==> config.mk <==
export PLATFORM = sky130hd
export DESIGN_NAME = c8_alu
export DESIGN_NICKNAME = d
export VERILOG_FILES = /design/src/c8_pkg.sv /design/src/c8_alu.sv
export SDC_FILE = /design/constraint.sdc
export NUM_CORES = 1
export LEC_CHECK = 0
export BUFFER_PORTS_ARGS = -buffer_cell sky130_fd_sc_hd__buf_2
export CAP_MARGIN = 15
export CORE_AREA = 10 10 84 86
export DETAILED_ROUTE_END_ITERATION = 10
export DIE_AREA = 0 0 94 96
export PLACE_DENSITY = 0.69
export SLEW_MARGIN = 10
export SYNTH_ARGS = -nofsm -noshare
export SYNTH_HDL_FRONTEND = slang
export SYNTH_SLANG_ARGS = --single-unit
==> constraint.sdc <==
create_clock -name vclk -period 14.1
set_clock_uncertainty 0.15 [all_clocks]
set_input_delay 2.115 -clock vclk [all_inputs]
set_output_delay 2.115 -clock vclk [all_outputs]
set_load 0.01 [all_outputs]
==> src/c8_pkg.sv <==
package c8_pkg;

  localparam int ADDR_W      = 12;
  localparam int MEM_BYTES   = 4096;
  localparam int SCREEN_W    = 64;
  localparam int SCREEN_H    = 32;
  localparam int COL_W       = $clog2(SCREEN_W);
  localparam int ROW_W       = $clog2(SCREEN_H);
  localparam int FONT_BYTES  = 80;
  localparam int FONT_IDX_W  = $clog2(FONT_BYTES);

  localparam logic [ADDR_W-1:0] PC_RESET = 12'h200;

  // full-word system opcodes
  localparam logic [15:0] OPC_CLS = 16'h00E0;
  localparam logic [15:0] OPC_RET = 16'h00EE;

  // low-byte codes of the EX and FX groups
  localparam logic [7:0] KEY_DOWN     = 8'h9E;
  localparam logic [7:0] KEY_UP       = 8'hA1;
  localparam logic [7:0] FX_GET_DELAY = 8'h07;
  localparam logic [7:0] FX_SET_DELAY = 8'h15;
  localparam logic [7:0] FX_SET_SOUND = 8'h18;
  localparam logic [7:0] FX_ADD_INDEX = 8'h1E;
  localparam logic [7:0] FX_FONT      = 8'h29;
  localparam logic [7:0] FX_BCD       = 8'h33;
  localparam logic [7:0] FX_STORE     = 8'h55;
  localparam logic [7:0] FX_LOAD      = 8'h65;

  typedef enum logic [1:0] {
    OP_WRITE_MEM = 2'd0,
    OP_EXECUTE   = 2'd1,
    OP_READ_ROW  = 2'd2,
    OP_READ_MEM  = 2'd3
  } item_op_t;

  typedef enum logic [3:0] {
    GRP_SYS     = 4'h0,
    GRP_JP      = 4'h1,
    GRP_CALL    = 4'h2,
    GRP_SE_IMM  = 4'h3,
    GRP_SNE_IMM = 4'h4,
    GRP_SE_REG  = 4'h5,
    GRP_LD_IMM  = 4'h6,
    GRP_ADD_IMM = 4'h7,
    GRP_ALU     = 4'h8,
    GRP_SNE_REG = 4'h9,
    GRP_LD_I    = 4'hA,
    GRP_JP_V0   = 4'hB,
    GRP_RND     = 4'hC,
    GRP_DRAW    = 4'hD,
    GRP_KEY     = 4'hE,
    GRP_MISC    = 4'hF
  } grp_t;

  typedef enum logic [3:0] {
    SUB_MOV  = 4'h0,
    SUB_OR   = 4'h1,
    SUB_AND  = 4'h2,
    SUB_XOR  = 4'h3,
    SUB_ADD  = 4'h4,
    SUB_SUB  = 4'h5,
    SUB_SHR  = 4'h6,
    SUB_RSUB = 4'h7,
    SUB_SHL  = 4'hE
  } alu_sub_t;

  typedef enum logic [2:0] {
    ALU_ADD,
    ALU_SUB,
    ALU_OR,
    ALU_AND,
    ALU_XOR,
    ALU_SHR,
    ALU_SHL
  } alu_op_t;

  typedef enum logic [4:0] {
    ST_INIT,
    ST_IDLE,
    ST_START,
    ST_CAPTURE,
    ST_FETCH_HI,
    ST_FETCH_LO,
    ST_READ_VX,
    ST_READ_VY,
    ST_EXEC,
    ST_WRITE_VX,
    ST_SKIP,
    ST_CLS,
    ST_DRAW_FETCH,
    ST_DRAW_ROW,
    ST_DRAW_XOR,
    ST_DRAW_FLAG,
    ST_BCD_H,
    ST_BCD_R,
    ST_BCD_T,
    ST_BCD_WT,
    ST_BCD_WO,
    ST_STORE,
    ST_LOAD_RD,
    ST_LOAD_WR,
    ST_FINISH,
    ST_DONE
  } st_t;

  localparam logic [7:0] FONT [FONT_BYTES] = '{
    8'hF0, 8'h90, 8'h90, 8'h90, 8'hF0, 8'h20, 8'h60, 8'h20, 8'h20, 8'h70,
    8'hF0, 8'h10, 8'hF0, 8'h80, 8'hF0, 8'hF0, 8'h10, 8'hF0, 8'h10, 8'hF0,
    8'h90, 8'h90, 8'hF0, 8'h10, 8'h10, 8'hF0, 8'h80, 8'hF0, 8'h10, 8'hF0,
    8'hF0, 8'h80, 8'hF0, 8'h90, 8'hF0, 8'hF0, 8'h10, 8'h20, 8'h40, 8'h40,
    8'hF0, 8'h90, 8'hF0, 8'h90, 8'hF0, 8'hF0, 8'h90, 8'hF0, 8'h10, 8'hF0,
    8'hF0, 8'h90, 8'hF0, 8'h90, 8'h90, 8'hE0, 8'h90, 8'hE0, 8'h90, 8'hE0,
    8'hF0, 8'h80, 8'h80, 8'h80, 8'hF0, 8'hE0, 8'h90, 8'h90, 8'h90, 8'hE0,
    8'hF0, 8'h80, 8'hF0, 8'h80, 8'hF0, 8'hF0, 8'h80, 8'hF0, 8'h80, 8'h80
  };

  // sprite byte msb lands on column sh, wrapping around the row
  function automatic logic [SCREEN_W-1:0] sprite_mask(input logic [7:0] bits,
                                                      input logic [COL_W-1:0] sh);
    logic [SCREEN_W-1:0]   base;
    logic [2*SCREEN_W-1:0] dbl;
    base = '0;
    for (int c = 0; c < 8; c++) begin
      base[c] = bits[7-c];
    end
    dbl = {base, base} << sh;
    return dbl[2*SCREEN_W-1:SCREEN_W];
  endfunction

endpackage

==> src/c8_alu.sv <==
module c8_alu (
  input  c8_pkg::alu_op_t op,
  input  logic [15:0]     a,
  input  logic [15:0]     b,
  output logic [15:0]     y,
  output logic            zero
);
  import c8_pkg::*;

  always_comb begin
    unique case (op)
      ALU_ADD: y = a + b;
      ALU_SUB: y = a - b;
      ALU_OR:  y = a | b;
      ALU_AND: y = a & b;
      ALU_XOR: y = a ^ b;
      ALU_SHR: y = a >> 1;
      ALU_SHL: y = a << 1;
      default: y = a;
    endcase
  end

  assign zero = (y == 16'd0);

endmodule

# After elaboration in Yosys (flattened, before gate mapping)
# Cells that the tools add are included.
# op_classes
n_eq_ne	6
n_mux	1
bitwise	3
addsub	2
n_reduce_logical	2
# ops
operator	count
$pmux W16 S7	1
$add A16 B16 Y16	1
$and A16 B16 Y16	1
$logic_not A16 Y1	1
$or A16 B16 Y16	1
$sub A16 B16 Y16	1
$xor A16 B16 Y16	1
$eq A3 B3 Y1 const B	3
$eq A3 B2 Y1 const B	2
$eq A3 B1 Y1 const B	1
$logic_not A3 Y1	1
# word_totals
inputBits	35
elab_cells	14
output_inout_bits	17
reg_bits	0

# Logic depth before layout (Yosys ltp)
# Gate-level depths: netlist of run 1.
# logic_depth
ltp_word	3
mapped_depth	19
mapped_depth_nobuf	17

# Least setup slack after synthesis of run 1
# Ideal clock, no wire load.
# synth_timing
path_type	input port to output port
from	input op[0]
to	output zero
path_stages	17
path_buffers	5
slack_ns	5.385
t_arrival_ns	6.450
t_required_ns	11.835
cell_sequence	buf_2 -> buf_2 -> buf_2 -> clkbuf_1 -> clkbuf_1 -> nand2_1 -> a21o_1 -> fa_1 -> nand2b_1 -> a32o_1 -> o32a_1 -> o21bai_1 -> a211o_1 -> or4_1 -> nor4_1 -> or4b_1 -> nor4_2
# synth_via
elab_chain_cells	3
elab_cells_between_ends	9
classes_between	6 x eq/ne; 1 x mux; 2 x reduce/logical
# synth_rtl
item	line_no	rtl
from (decl)	c8_alu.sv:2	input c8_pkg::alu_op_t op,
$eq A3 B3 Y1 (tied with other cells)	c8_alu.sv:11	unique case (op)
$pmux W16 S7 *	c8_alu.sv:11	
via y[2]	c8_alu.sv:5	output logic [15:0] y,
$logic_not A16 Y1 *	c8_alu.sv:23	assign zero = (y == 16'd0);
to (decl)	c8_alu.sv:6	output logic zero
# Mark *: on every way through the listed nets, which the timed path passes. The rest lies on a longest branch.

# Worst setup path in the final report of run 1
# layout_timing
from	input op[0]
to	output zero
# layout_via
elab_chain_cells	3
elab_cells_between_ends	9
classes_between	6 x eq/ne; 1 x mux; 2 x reduce/logical
# layout_rtl
item	line_no
$eq A3 B3 Y1 (tied with other cells)	c8_alu.sv:11
$pmux W16 S7 *	c8_alu.sv:11
$logic_not A16 Y1 *	c8_alu.sv:23
# Mark *: on every way between the ends. The rest lies on a longest branch, timed or not.

==> results of run 1 <==
==> worst min-delay path by stage <==
| stage | slack, ps | to | cells after the start | from |
|---|---|---|---|---|
| final | 4490 | y[0] | 4 | a[0] |
| after global routing | 4510 | y[0] | 4 | a[0] |
| after CTS | 4500 | y[0] | 4 | a[0] |
| after detailed placement | 4490 | y[0] | 4 | a[0] |
| after global placement | 4490 | y[0] | 4 | a[0] |
| after floorplan | 4230 | y[8] | 2 | a[8] |
==> per-stage QoR <==
step	power [mW]	worst slack, ps	utilization
floorplan	0.0815	5390	-
global placement	0.115	5090	0.514
detailed placement	0.116	5090	0.514
CTS	0.117	5070	0.514
global route	0.131	4700	0.514
finish	0.118	5010	0.514
==> cell families after synthesis <==
group | after synthesis
buf+inv | 51
simple gates | 117
xor+xnor | 24
fa+ha+maj | 49
compound gates | 111
mux | 13
==> metal layers <==
layer  vias up  global-route usage
met2       110               0.293
li1       1402                   -
met3        12              0.0304
met4         0              0.0392
met1      1305               0.203
met5         -                   0
==> cell usage in the layout, fill, tap and decap left out, types with 4 or more instances in the layout <==
master,instances
nor4_1,4
a211oi_1,4
xnor2_1,18
buf_2,52
nor2_1,44
nand2_1,24
nor2b_1,4
o21ai_0,25
nand3_1,6
mux2i_1,7
ha_1,48
a21oi_1,29
o22ai_1,4
nor3_1,6
nor3b_1,4
o21ai_1,5
xor2_1,6
nand2b_1,9
inv_1,37
o221ai_1,4
a21o_1,7
==> where the power goes <==
part	switching (mW)	internal (mW)
logic	0.0687	0.0488
registers	0	0
clock network	0	0
total	0.0687	0.0488
==> layout make-up <==
type	count	area share
multi-input cells	314	0.821
well taps	72	0.0324
inverters	37	0.0500
repair buffers	53	0.0964
==> flow_summary.yaml, run 1 <==
outcome:
  outcome: "finished clean"
sta:
  rsz0062_at_grt: "false"
  tightest_slew_ps: 998
  final.setup.tns_ps: 0
  clock.fmax_ghz: 0.110
  drv_slew: 0
  hold_violations: 0
  fin_crit_sh: 0.645
  slew_headroom: 0.333
  setup_viol: 0
  timing.hold.ws_ps: 4490
  finalCriticalPeriod_ps: 9090
drt:
  firstDrtPassIters: 5
  wl_met3_um: 689
  highest-signal-layer: "met4"
  drc: 0
  via_count: 2829
  met1Wirelength_mm: 3.39
  drtIter0Drc: 166
  ant_nets: 0
  wire_per_inst_um: 16.3
  vias_per_cell: 5.94
  routed_wl_mm: 7.77
  wl_met2_mm: 3.53
synthesis:
  synth_largest_area_cell: "ha_1"
  synth_cell_types: 58
  synthMuxAreaShare: 0.0644
  syn_avg_cell_area_um2: 6.82
  synthTopCellsByCount: "ha_1, nor2_1, inv_1, a21oi_1, o21ai_0"
  synth_most_common_cell: "ha_1"
  synth_compound_area_frac: 0.289
  yosys.area_share.simple: 0.229
  synth_cells: 365
  yosys_warnings: 0
  netlist_area_um2: 2490
  netlist.area_leader.share: 0.241
  synthTopCellsByArea: "ha_1, nor2_1, xnor2_1"
  synth_top_family_by_area: "compound AO/OA/AOI/OAI gates"
  syn-num-nets: 449
  ys_seq_area_frac: 0
  yosys.area_share.adder: 0.249
  synth-xor-area-share: 0.0845
die:
  pin_count: 52
  start_util: 0.460
  rows: 27
  core_um2: 5410
  die_h_um: 96
  die_x_um: 94
  dieArea_um2: 9020
global_routing:
  grt_max_degree: 61
  grt_overflow: 0
  grt_pass1_vias: 2744
  grt_pass1_wl_mm: 12.6
  antenna_found_initial: 0
  grtUsageTotal: 0.166
finish:
  nNetsFinal: 490
  area_growth_syn_to_layout_pct: 11.6
  fillers: 566
  multi_input_area_um2: 2280
  drive_above_1_share: 0.149
  fin_area_um2: 2780
  diodes: 0
  instances_no_fill: 476
  ff_latch_area_um2: 0
  n_sequential_cell: 0
  clkbuf_count: 0
setup_path:
  crit_buf_inv: 3
  crit_required_ps: 11840
  worstSetupPathType: "in2out"
  path_cells: "buf_2, buf_4, nor3b_1, nor2_1, xnor2_1, ha_1, nand2b_1, a21oi_1, or4b_1, a21oi_1, or3_1, or4_1, nor4_1, or4b_1, nor4_2, buf_2"
  cp_slowest_stage_delay_ps: 880
  cp_top_family: "simple AND/OR/NAND/NOR gates"
  crit_path_end: "zero"
  critPathMaxFanout: 60
  cp.depth: 16
  cpMaxStageDelayCell: "nor3b_1"
  end_kind: "output port"
  crit_start: "op[0]"
  start_kind: "primary input"
  cp.arrival_ps: 6830
pwr:
  power_density_nw_per_um2: 42.3
  ir_worst_vdd_mv: 0.0255
  power_leakage_nw: 1.36
hold_path:
  min_path_type: "in2out"
clocking:
  cts_hold_buffers: 0
  ctsResizeCount: 0
  postCtsSetupRepairBufs: 0
run:
  max_cap_viol_count: 0
placed_design:
  io_buffers: 52
  gp_congestion: 0.893
  placed_area_um2: 2780
  place_inst: 476
  hpwlAfterDp_mm: 6.28
Power figures use the tool's default switching activity.
==> run 2: changes to the inputs <==
Settings changed: ABC_AREA set to 1, CORE_AREA 10 10 84 86 to 10 10 88 90, DIE_AREA 0 0 94 96 to 0 0 98 100, PLACE_DENSITY 0.69 to 0.7.
Clock period 14.1 ns to 7.5 ns, I/O delays scaled along.
==> flow_summary.yaml, run 2 <==
drt:
  drtIter0Drc: 249
  vias_per_cell: 5.21
  drc: 0
  ant_nets: 0
  firstDrtPassIters: 5
  wire_per_inst_um: 13.5
  via_count: 3144
  routed_wl_mm: 8.14
placed_design:
  place_ws_ps: 1790
  place_inst: 603
  gp_congestion: 0.905
  io_buffers: 52
  hpwlAfterDp_mm: 6.86
synthesis:
  yosys_warnings: 0
  netlist.area_leader.share: 0.221
  synth_cell_types: 39
  synth_cells: 484
  syn-num-nets: 568
  synthTopCellsByCount: "nand2_1, inv_1, ha_1, nand3_1, nor2_1"
  syn_avg_cell_area_um2: 5.61
  synth_most_common_cell: "nand2_1"
  synthTopCellsByArea: "ha_1, nand2_1, inv_1"
  ys_seq_area_frac: 0
  netlist_area_um2: 2720
  synth_largest_area_cell: "ha_1"
sta:
  final.setup.tns_ps: 0
  setup_viol: 0
  final.setup.worst_slack_ps: 1790
  finalCriticalPeriod_ps: 5710
  slew_headroom: 0.493
  timing.hold.ws_ps: 2470
  fin_crit_sh: 0.761
  hold_violations: 0
  drv_slew: 0
  tightest_slew_ps: 760
  rsz0062_at_grt: "false"
  clock.fmax_ghz: 0.175
setup_path:
  crit_required_ps: 6220
  crit_start: "op[2]"
  cp.arrival_ps: 4440
  cpMaxStageDelayCell: "nand2_1"
  cp_slowest_stage_delay_ps: 360
  cp_top_family: "simple AND/OR/NAND/NOR gates"
  critPathMaxFanout: 15
  end_kind: "output port"
  crit_buf_inv: 5
  worstSetupPathType: "in2out"
  path_cells: "buf_2, inv_2, nand2_1, inv_1, or2_2, xor2_1, inv_1, ha_1, nand2_1, nor2_1, nand2_1, nand3_1, nand2_1, nand2_1, or2_2, nand3_1, nand2_1, nand2_1, nand2_1, nor2_1, nand3_1, nor2_1, buf_2"
  crit_top_cell: "nand2_1"
  start_kind: "primary input"
die:
  die_h_um: 100
  rows: 29
  pin_count: 52
  dieArea_um2: 9800
  die_x_um: 98
  start_util: 0.443
  core_um2: 6130
finish:
  ff_latch_area_um2: 0
  layout_commonest_cell: "nand2_1"
  clkbuf_count: 0
  n_sequential_cell: 0
  nNetsFinal: 612
  fillers: 659
  final_cell_mix: "nand2_1, inv_1, buf_2"
  instances_no_fill: 603
  multi_input_area_um2: 2270
  area_growth_syn_to_layout_pct: 10.4
  drive_above_1_share: 0.154
  diodes: 0
global_routing:
  antenna_found_initial: 0
  grt_max_degree: 20
  grt_pass1_vias: 2861
  grtUsageTotal: 0.156
  grt_pass1_wl_mm: 13.4
  grt_overflow: 0
pwr:
  power_mw: 0.224
  power_density_nw_per_um2: 74.8
  power_leakage_nw: 1.89
  ir_worst_vdd_mv: 0.0344
clocking:
  cts_hold_buffers: 0
  postCtsSetupRepairBufs: 0
  ctsResizeCount: 0
run:
  max_cap_viol_count: 0
hold_path:
  min_from: "a[0]"
  min_path_type: "in2out"
outcome:
  outcome: "finished clean"
==> run 2: changes by cell type in the layout (fill, tap and decap cells not counted), sizes merged, moves of 6 or more <==
cell    before  now
nand4        2    8
nand2b       9    0
xnor2       18    0
nor2        44   38
a21oi       29   12
nor3         6   14
inv         37   98
nand2       24  140
xor2         6   14
mux2i        7    0
nand3        6   39
==> run 2: cells by family (layout without fill, tap and decap cells) <==
family | Yosys count | count (layout) | share of synthesized area
AOI/OAI and AO/OA | 64 | 64 | 0.145
and+or+nand+nor | 248 | 248 | 0.416
xor gates and xnor gates | 14 | 14 | 0.0451
buffers and inverters | 109 | 151 | 0.166
adders and majority gates | 49 | 49 | 0.228
==> run 2: final timing paths <==
path | cells after the start | slack, ps | end
worst min-delay path | 4 | 2470 | y[0]
worst max-delay path | 23 | 1790 | zero
==> run 2: where the power goes <==
group	total [mW]	leakage, nW	internal, mW	switching [mW]
Clock	0	0	0	0
Sequential	0	0	0	0
Combinational	0.224	1.89	0.0812	0.143
Total	0.224	1.89	0.0812	0.143
==> run 2: final cells by class <==
| cell class | count | area share |
|---|---|---|
| inverter | 98 | 0.123 |
| timing repair buffer | 53 | 0.0893 |
| tap | 77 | 0.0321 |
| multi-input combinational | 375 | 0.756 |
==> run 2: metal layers <==
| metal | track usage | share of wire |
|---|---|---|
| met5 | 0 | 0 |
| met4 | 0.0145 | 0.0065 |
| met3 | 0.0110 | 0.054 |
| met2 | 0.266 | 0.45 |
| met1 | 0.214 | 0.49 |
==> run 2: stage by stage <==
step / area, um2 / utilization
2_1_floorplan: 2720 / -
3_5_place_dp: 3000 / 0.489
5_1_grt: 3000 / 0.489
3_3_place_gp: 3000 / 0.489
6_report: 3000 / 0.489
4_1_cts: 3000 / 0.489
==> run 3: changes to the inputs <==
Settings changed: ABC_AREA 1 to 0, CORE_AREA 10 10 88 90 to 10 10 84 86, DIE_AREA 0 0 98 100 to 0 0 94 96, PLACE_DENSITY 0.7 to 0.72.
Clock period 7.5 ns to 4.9 ns, I/O delays scaled along.
==> flow_summary.yaml, run 3 (synthesis gave the netlist of run 1 again) <==
outcome:
  outcome: "complete, but fails checks"
  violations: "negative setup slack"
setup_path:
  crit_required_ps: 4010
  end_kind: "output port"
  path_cells: "buf_6, inv_4, buf_4, buf_4, buf_4, nor2_1, a21o_1, fa_2, nand2b_4, a32o_1, o32a_1, o21bai_1, a211o_1, or4_4, nor4_2, or4b_4, nor4_4, buf_2"
  start_kind: "primary input"
  critPathMaxFanout: 3
  cpMaxStageDelayCell: "or4b_4"
  worstSetupPathType: "in2out"
  cp.arrival_ps: 4420
  crit_top_cell: "buf_4"
  cp_slowest_stage_delay_ps: 500
finish:
  nNetsFinal: 571
  postLayoutCoreUtil: 0.655
  clkbuf_count: 0
  drive_above_1_share: 0.340
  layout_commonest_cell: "buf_4"
  n_sequential_cell: 0
  final_cell_mix: "buf_4, buf_2, ha_1"
  fillers: 508
  ff_latch_area_um2: 0
  area_growth_syn_to_layout_pct: 42.2
  diodes: 0
placed_design:
  place_ws_ps: -754
  gp_congestion: 0.905
  hpwlAfterDp_mm: 7.11
  io_buffers: 52
hold_path:
  min_path_type: "in2out"
die:
  core_um2: 5410
  die_h_um: 96
  die_x_um: 94
  start_util: 0.460
  dieArea_um2: 9020
  rows: 27
  pin_count: 52
pwr:
  p_int_mw: 0.224
  p_comb_frac: 1.000
  p_sw_mw: 0.231
  pwr-share-clk: 0
  ir_worst_vdd_mv: 0.0695
  power_density_nw_per_um2: 129
  power_leakage_nw: 1.81
  seq_power_share: 0
  swShare: 0.508
sta:
  rsz0062_at_grt: "true"
  fin_crit_sh: 1.08
  setup_viol: 1
  finalCriticalPeriod_ps: 5300
  tightest_slew_ps: 575
  drv_slew: 0
  hold_violations: 0
  final.setup.tns_ps: -402
  slew_headroom: 0.617
  final.setup.worst_slack_ps: -402
  clock.fmax_ghz: 0.189
global_routing:
  grt_max_degree: 59
  grt_pass1_wl_mm: 14.6
  grt_pass1_vias: 3206
  grt_overflow: 0
  grtUsageTotal: 0.191
  antenna_found_initial: 0
drt:
  drtIter0Drc: 193
  ant_nets: 0
  vias_per_cell: 5.58
  drc: 0
  via_count: 3106
  routed_wl_mm: 8.57
  wire_per_inst_um: 15.4
  firstDrtPassIters: 5
run:
  max_cap_viol_count: 0
clocking:
  cts_hold_buffers: 0
-- run 3: changes by cell type in the layout (fill, tap and decap cells not counted), moves of 7 or more --
cell,previous run,this run
nand3_1,38,6
nor2_1,33,43
xnor2_1,0,18
nand2b_1,0,7
xor2_1,14,6
buf_4,1,80
inv_1,94,35
a21oi_1,12,27
mux2i_1,0,7
nand2_1,135,21
-- run 3: per-stage QoR --
| stage | total power, mW | std cells | hold slack [ps] | instance area, um2 |
|---|---|---|---|---|
| after global placement | 0.418 | 552 | 1760 | 3390 |
| after CTS | 0.439 | 555 | 1780 | 3490 |
| after floorplan | 0.246 | 365 | 1470 | 2570 |
| after global routing | 0.504 | 557 | 1830 | 3540 |
| after detailed placement | 0.426 | 552 | 1780 | 3390 |
| final | 0.455 | 557 | 1790 | 3540 |
-- run 3: critical path, delay by kind of cell --
kind,cells,cell delay [ps]
AO/OA/AOI/OAI,5,1190
buffers and inverters,6,600
adder cells (fa/ha/maj),1,380
AND/OR/NAND/NOR,6,1520
-- run 3: area by class of cell --
class	instances	area, um2	share of cell area
multi-input cells	314	2410	0.681
well taps	72	90.1	0.0255
inverters	37	144	0.0407
repair buffers	134	896	0.253
-- run 3: worst paths after layout --
check  slack (ps)  cells after the start    to  startpoint
max          -400                     18  zero        b[1]
min          1790                      5  y[0]        a[0]
-- run 3: what timing repair did --
| item | 4_1_cts | 5_1_grt |
|---|---|---|
| pin swaps | 13 | 14 |
| endpoints found under the setup margin | 4 | 4 |
| cloned | 0 | 0 |
| resized for setup | 18 | 14 |
| buffers inserted | 3 | 3 |
-- run 3: metal layers --
metal  up-vias  global-route usage  wire (um)
li1       1552                   -          -
met1      1439               0.231       3770
met2       105               0.353       4180
met3        10              0.0241        514
met4         0              0.0342        108
met5         -                   0          0
-- run 3: power groups by stage --
stage,logic [mW],clock network [mW],registers (mW)
after floorplan,0.246,0,0
after global placement,0.418,0,0
after detailed placement,0.426,0,0
after CTS,0.439,0,0
after global routing,0.504,0,0
final,0.455,0,0
